===== config.mk =====
export PLATFORM = sky130hd
export DESIGN_NAME = fpa_mul
export DESIGN_NICKNAME = d
export VERILOG_FILES = /design/src/rtl/fpa_pkg.sv /design/src/rtl/fpa_mul.sv
export SDC_FILE = /design/constraint.sdc
export NUM_CORES = 2
export LEC_CHECK = 0
export BUFFER_PORTS_ARGS = -buffer_cell sky130_fd_sc_hd__buf_2
export CAP_MARGIN = 10
export CORE_MARGIN = 2
export CORE_UTILIZATION = 30
export CTS_CLUSTER_DIAMETER = 200
export CTS_CLUSTER_SIZE = 25
export DETAILED_ROUTE_END_ITERATION = 10
export GPL_TIMING_DRIVEN = 0
export PLACE_DENSITY_LB_ADDON = 0.12
export SYNTH_ARGS = -nofsm -noshare
export SYNTH_HDL_FRONTEND = slang
export SYNTH_SLANG_ARGS = --single-unit

===== constraint.sdc =====
create_clock -name clk -period 8.3 [get_ports clk]
set_input_delay 0.415 -clock clk [delete_from_list [all_inputs] [get_ports clk]]
set_output_delay 0.415 -clock clk [all_outputs]
set_load 0.1 [all_outputs]

===== src/rtl/fpa_pkg.sv =====
// Shared types and constants for the fixed-point ALU.
package fpa_pkg;

    // Raw operand and result width
    localparam int DATA_W = 32;

    // Stream widths
    localparam int S_TDATA_W = 64;
    localparam int S_TUSER_W = 4;
    localparam int M_TDATA_W = 40;

    // Operation codes carried in s_axis_tuser
    typedef enum logic [3:0] {
        OP_ADD      = 4'd0,
        OP_SUB      = 4'd1,
        OP_MUL      = 4'd2,
        OP_DIV      = 4'd3,
        OP_LT       = 4'd4,
        OP_GT       = 4'd5,
        OP_LE       = 4'd6,
        OP_GE       = 4'd7,
        OP_EQ       = 4'd8,
        OP_NE       = 4'd9,
        OP_MIN      = 4'd10,
        OP_MAX      = 4'd11,
        OP_FROM_INT = 4'd12,
        OP_TO_INT   = 4'd13,
        OP_INC      = 4'd14,
        OP_DEC      = 4'd15
    } op_t;

    // Divider result bundle
    typedef struct packed {
        logic [DATA_W-1:0] quot;
        logic              dz;
    } div_res_t;

    // Per-stage side information for the non-unit operations
    typedef struct packed {
        op_t               op;
        logic [DATA_W-1:0] res;
        logic              cmp;
    } side_t;

endpackage


===== src/rtl/fpa_mul.sv =====
// Two-stage signed fixed-point multiplier: full product, then scale and truncate.
module fpa_mul #(
    parameter int FRAC_BITS = 8
) (
    input  logic                              clk,
    input  logic                              en,
    input  logic signed [fpa_pkg::DATA_W-1:0] op_a,
    input  logic signed [fpa_pkg::DATA_W-1:0] op_b,
    output logic        [fpa_pkg::DATA_W-1:0] product
);

    logic signed [2*fpa_pkg::DATA_W-1:0] prod_reg;
    logic        [fpa_pkg::DATA_W-1:0]   res_reg;

    // Stage 1: full 64-bit signed product
    always_ff @(posedge clk)
    begin
        if (en)
        begin
            prod_reg <= op_a * op_b;
        end
    end

    // Stage 2: arithmetic shift by the fraction width, keep the low word
    always_ff @(posedge clk)
    begin
        if (en)
        begin
            res_reg <= prod_reg[FRAC_BITS+fpa_pkg::DATA_W-1:FRAC_BITS];
        end
    end

    assign product = res_reg;

endmodule


; Word-level counts from Yosys, hierarchy flattened
; Cells that the tools add are included.
[totals]
register_bits = 72
input_bits = 66
output_inout_bits = 32
[classes]
multipliers = 1
[ops]
columns = cell, count
row1 = $mul 32x32->40, 1

; Logic depth before layout (Yosys ltp)
[logic_depth]
word_depth = 1
depth_mapped = 28
depth_no_buf = 27

; Least setup slack after synthesis
; OpenSTA, ideal clock, no wires.
[synth_path]
path_kind = input-to-reg
startpoint = input port op_a[20] in the netlist's numbering
endpoint = register prod_reg[38] in the netlist's numbering (data pin)
arrival_time_ns = 6.664
t_required_ns = 8.037
path_slack_ns = 1.373
path_stages = 20
path_buffers = 2
path_cell_list = clkbuf_1 > clkbuf_1 > nand2_1 > fa_1 > fa_1 > fa_1 > fa_1 > inv_1 > fa_1 > fa_1 > fa_1 > fa_1 > ha_1 > and3_1 > a2111oi_0 > a21oi_1 > nor2_1 > o21ai_0 > a211oi_1 > nor2_1
[synth_via]
elab_chain_cells = 1
[synth_lines]
columns = item, line_no
row1 = "start, declared", fpa_mul.sv:7  ; input logic signed [fpa_pkg::DATA_W-1:0] op_a,
row2 = $mul 32x32->40, fpa_mul.sv:20  ; prod_reg <= op_a * op_b;
row3 = "end signal, assigned", fpa_mul.sv:20
row4 = "end, declared", fpa_mul.sv:12  ; logic signed [2*fpa_pkg::DATA_W-1:0] prod_reg;
; Every way passes these cells.
; A chain may end at the register's enable or synchronous reset.

; Worst setup path after layout
[layout_path]
startpoint = input port op_a[15] in the netlist's numbering
endpoint = register prod_reg[39] in the netlist's numbering (data pin)
; Same word-level chain as after synthesis.

==> results.md <==
| Quantity | This run |
|:---|:---|
| Required time of the critical path | 8.38 ns |
| Area share of fa/ha/maj cells after synthesis | 58.4% |
| Nets | 3631 |
| Max H-tree Level | 3 |
| Number of flops mapped to enable cells by yosys | 64 |
| Top cell type's share of synthesized area | 50.7% |
| Number of distinct library cell variants in the gate-level netlist after synthesis | 46 |
| Global route total overflow | 0 |
| Fillers | 8882 |
| Max_cap viols | 0 |
| PortBufs | 92 |
| Fin crit period | 8.04 ns |
| Average size of a mapped cell | 9.50 um^2 |
| Hold EP | product[12]$_DFFE_PP_ |
| Initial cell density of the core | 30.3% |
| Startpoint Class | input port |
| Total routing resource utilization after global routing | 23.6% |
| Most common library cell in the layout ignoring fill and taps | inv_1 |
| Worst Min Path Start | prod_reg[20]$_DFFE_PP_ |
| Proportion of synthesized flip-flops having asynchronous set or reset | 0% |
| CTS root buf | clkbuf_16 |
| Leading cell types by total area after synthesis | fa_1 51%, and2_1 11%, inv_1 10% |
| Yosys reg bits | 64 |
| Largest family of logic cells by synthesized area | adder cells |
| Worst Skew | 0.00373 ns |
| Prevailing post-synth register cell | edfxtp_1 |
| Detailed router's first-iteration violation count | 1074 |
| Overall die width | 295 um |
| Clk Latency, worst-skew pair | 0.35 ns |
| Instance count of the mapped netlist | 2669 |
| Pins over their slew limit | 0 |
| Highest net fanout along the worst path | 10 |
| Layout overhead on the synthesized area | 8.81% |
| Slack of the worst reg-to-reg path | 7.62 ns |
| DRC errors left | 0 |
| Detailed Place HPWL | 80800 um |
| Share of synthesized area spent on multiplexers | 0% |
| Crit Path Category | in2reg |
| Final Wtd Congestion | 0.928 |
| Top cell type by total area after synthesis | fa_1 |
| Via count of the first global-routing pass | 20100 |
| Hold crit path type | reg2reg |
| Clock Pin Slew Worst Setup and Hold Paths | 0.06 ns |
| Total I/O pin count | 98 |
| Via count normalized by instance count | 4.62 |
| Layout cell share with drive strength beyond 1 | 5.99% |
| Warnings, synthesis | 0 |
| Cell depth of the worst hold path | 0 |
| Wire length per cell | 25.0 um |
| Synth Area in XOR/XNOR | 2.73% |
| Post-synthesis compound-gate area fraction | 2.34% |
| First-pass GRT wire length | 144000 um |
| Tightest Pin Transition | 1.14 ns |
| Post-synthesis instance area | 25300 um^2 |
| TritonCTS clock tree | yes |
| Commonest cells after routing, fill and taps aside | 698 x inv_1, 642 x fa_1, 436 x and2_1 |
| Std-Cell Core Area | 83700 um^2 |
| Pin count of the biggest net entering global routing | 65 |
| RSZ-0062 raised after global routing | true |
| Worst flop-to-flop path endpoint | product[24]$_DFFE_PP_ |
| Maximum clock insertion buffer count | 2 |
| Slew margin rel. | 24.2% |
| Net count after synthesis | 3532 |
| First-pass DRT Iterations | 5 |
| Endpoint kind of the worst setup timing path | flip-flop |
| R2R Path Start | prod_reg[32]$_DFFE_PP_ |
| Place WS | -0.864 ns |
| Peak clock frequency supported by timing | 124 MHz |
| Die ar. | 86800 um^2 |
| Total CTS buffers | 9 |
| Total detailed-routing wirelength | 97800 um |
| Vias | 18100 |
| Overall die height | 295 um |
| Hold_ws | 0.416 ns |
| Fraction of the mapped netlist area in simple logic gates | 16.7% |
| Sequential element share of the synthesized area | 7.58% |
| Number of nets with antenna violations after detailed routing | 0 |
| Setup ws final | 0.262 ns |
| Sinks on the clock net | 64 |
| Number of antenna violations at the first check in global routing | 10 |
| Final clock period utilization by the worst path | 96.8% |
| Setup-violating endpoint count in the final report | 0 |
| Row count | 106 |
| Worst R2R Path Depth | 0 |
| Result of the run | complete, no violations |
| Hold violation count in the final report | 0 |
| Critical path arrival | 8.12 ns |
[timing repair]
item | 4_1_cts | 5_1_grt
hold buffers | 0 | 0
endpoints found under the hold margin | 0 | 0
setup endpoints to repair | 8 | 5
gates resized for setup | 8 | 100
buffers inserted | 0 | 0
[worst max-delay path: stages]
cell	delay [ns]
buf_2	0.27
clkbuf_1	0.66
and2_1	0.27
fa_1	0.44
fa_1	0.38
inv_1	0.08
fa_1	0.49
fa_1	0.56
inv_1	0.05
fa_1	0.50
inv_1	0.06
fa_1	0.52
inv_1	0.05
fa_1	0.49
fa_1	0.46
ha_1	0.39
nand3_1	0.33
nor3_1	0.43
nand4b_1	0.16
a211oi_1	0.36
nor2_2	0.17
a211oi_1	0.32
nor2_1	0.09
xnor2_1	0.13
[per-layer routing]
metal	GRT usage, %	wire length (um)	up-vias
met4	5.74	2270	0
li1	-	-	7791
met2	38.8	46000	529
met3	2.67	5880	72
met5	0	0	-
met1	33.1	43600	9698
[worst max path at each step]
stage	to	slack, ns	depth (start not counted)	startpoint
after floorplan	prod_reg[38]$_DFFE_PP_	1.37	20	op_a[20]
after global placement	prod_reg[39]$_DFFE_PP_	-0.83	26	op_b[10]
after detailed placement	prod_reg[38]$_DFFE_PP_	-0.86	21	op_b[10]
after CTS	prod_reg[39]$_DFFE_PP_	0.007	23	op_a[13]
after global routing	prod_reg[39]$_DFFE_PP_	-0.03	24	op_b[4]
final	prod_reg[39]$_DFFE_PP_	0.26	24	op_a[15]
[layout make-up]
type                    count  area (um^2)  area share [%]
plain buffers             129          553            2.01
multi-input cells        1774        20300            73.6
flip-flops and latches     64         1920            6.97
inverters                 698         2620            9.50
well taps                1134         1420            5.15
repair buffers             92          463            1.68
clock inverters             6         60.1           0.218
clock buffers              10          229           0.830
diodes                      5         12.5          0.0454
[cell families after synthesis]
kind of cell,after synthesis
buffers and inverters,831
AND/OR/NAND/NOR,814
XOR/XNOR,79
AO/OA/AOI/OAI,84
adder cells (fa/ha/maj),797
flip-flops,64
[through the flow]
| stage | instances | utilization, % | cell area (um^2) | TNS (ns) |
|---|---|---|---|---|
| after floorplan | 2669 | - | 25300 | 0 |
| final | 3912 | 33.0 | 27600 | 0 |
| after global routing | 3907 | 32.9 | 27600 | -0.0281 |
| after global placement | 3895 | 32.5 | 27200 | -7.45 |
| after detailed placement | 3895 | 32.5 | 27200 | -7.33 |
| after CTS | 3907 | 32.9 | 27500 | 0 |
[cell usage after synthesis, drive strengths merged (2+ instances only)]
cell type	count
a2111oi	3
a211oi	6
a21o	8
a21oi	22
a41oi	2
and2	436
buf	4
clkbuf	129
edfxtp	64
fa	642
ha	155
inv	698
nand2	319
nand2b	6
nand3	5
nand4b	2
nor2	26
nor2b	4
nor3	10
o211ai	3
o21a	4
o21ai	18
o21bai	6
o31a	2
o31ai	2
xnor2	59
xor2	20
Power is not shown: default switching activity piles up to over one toggle a cycle in this logic, so the estimate is an artifact.
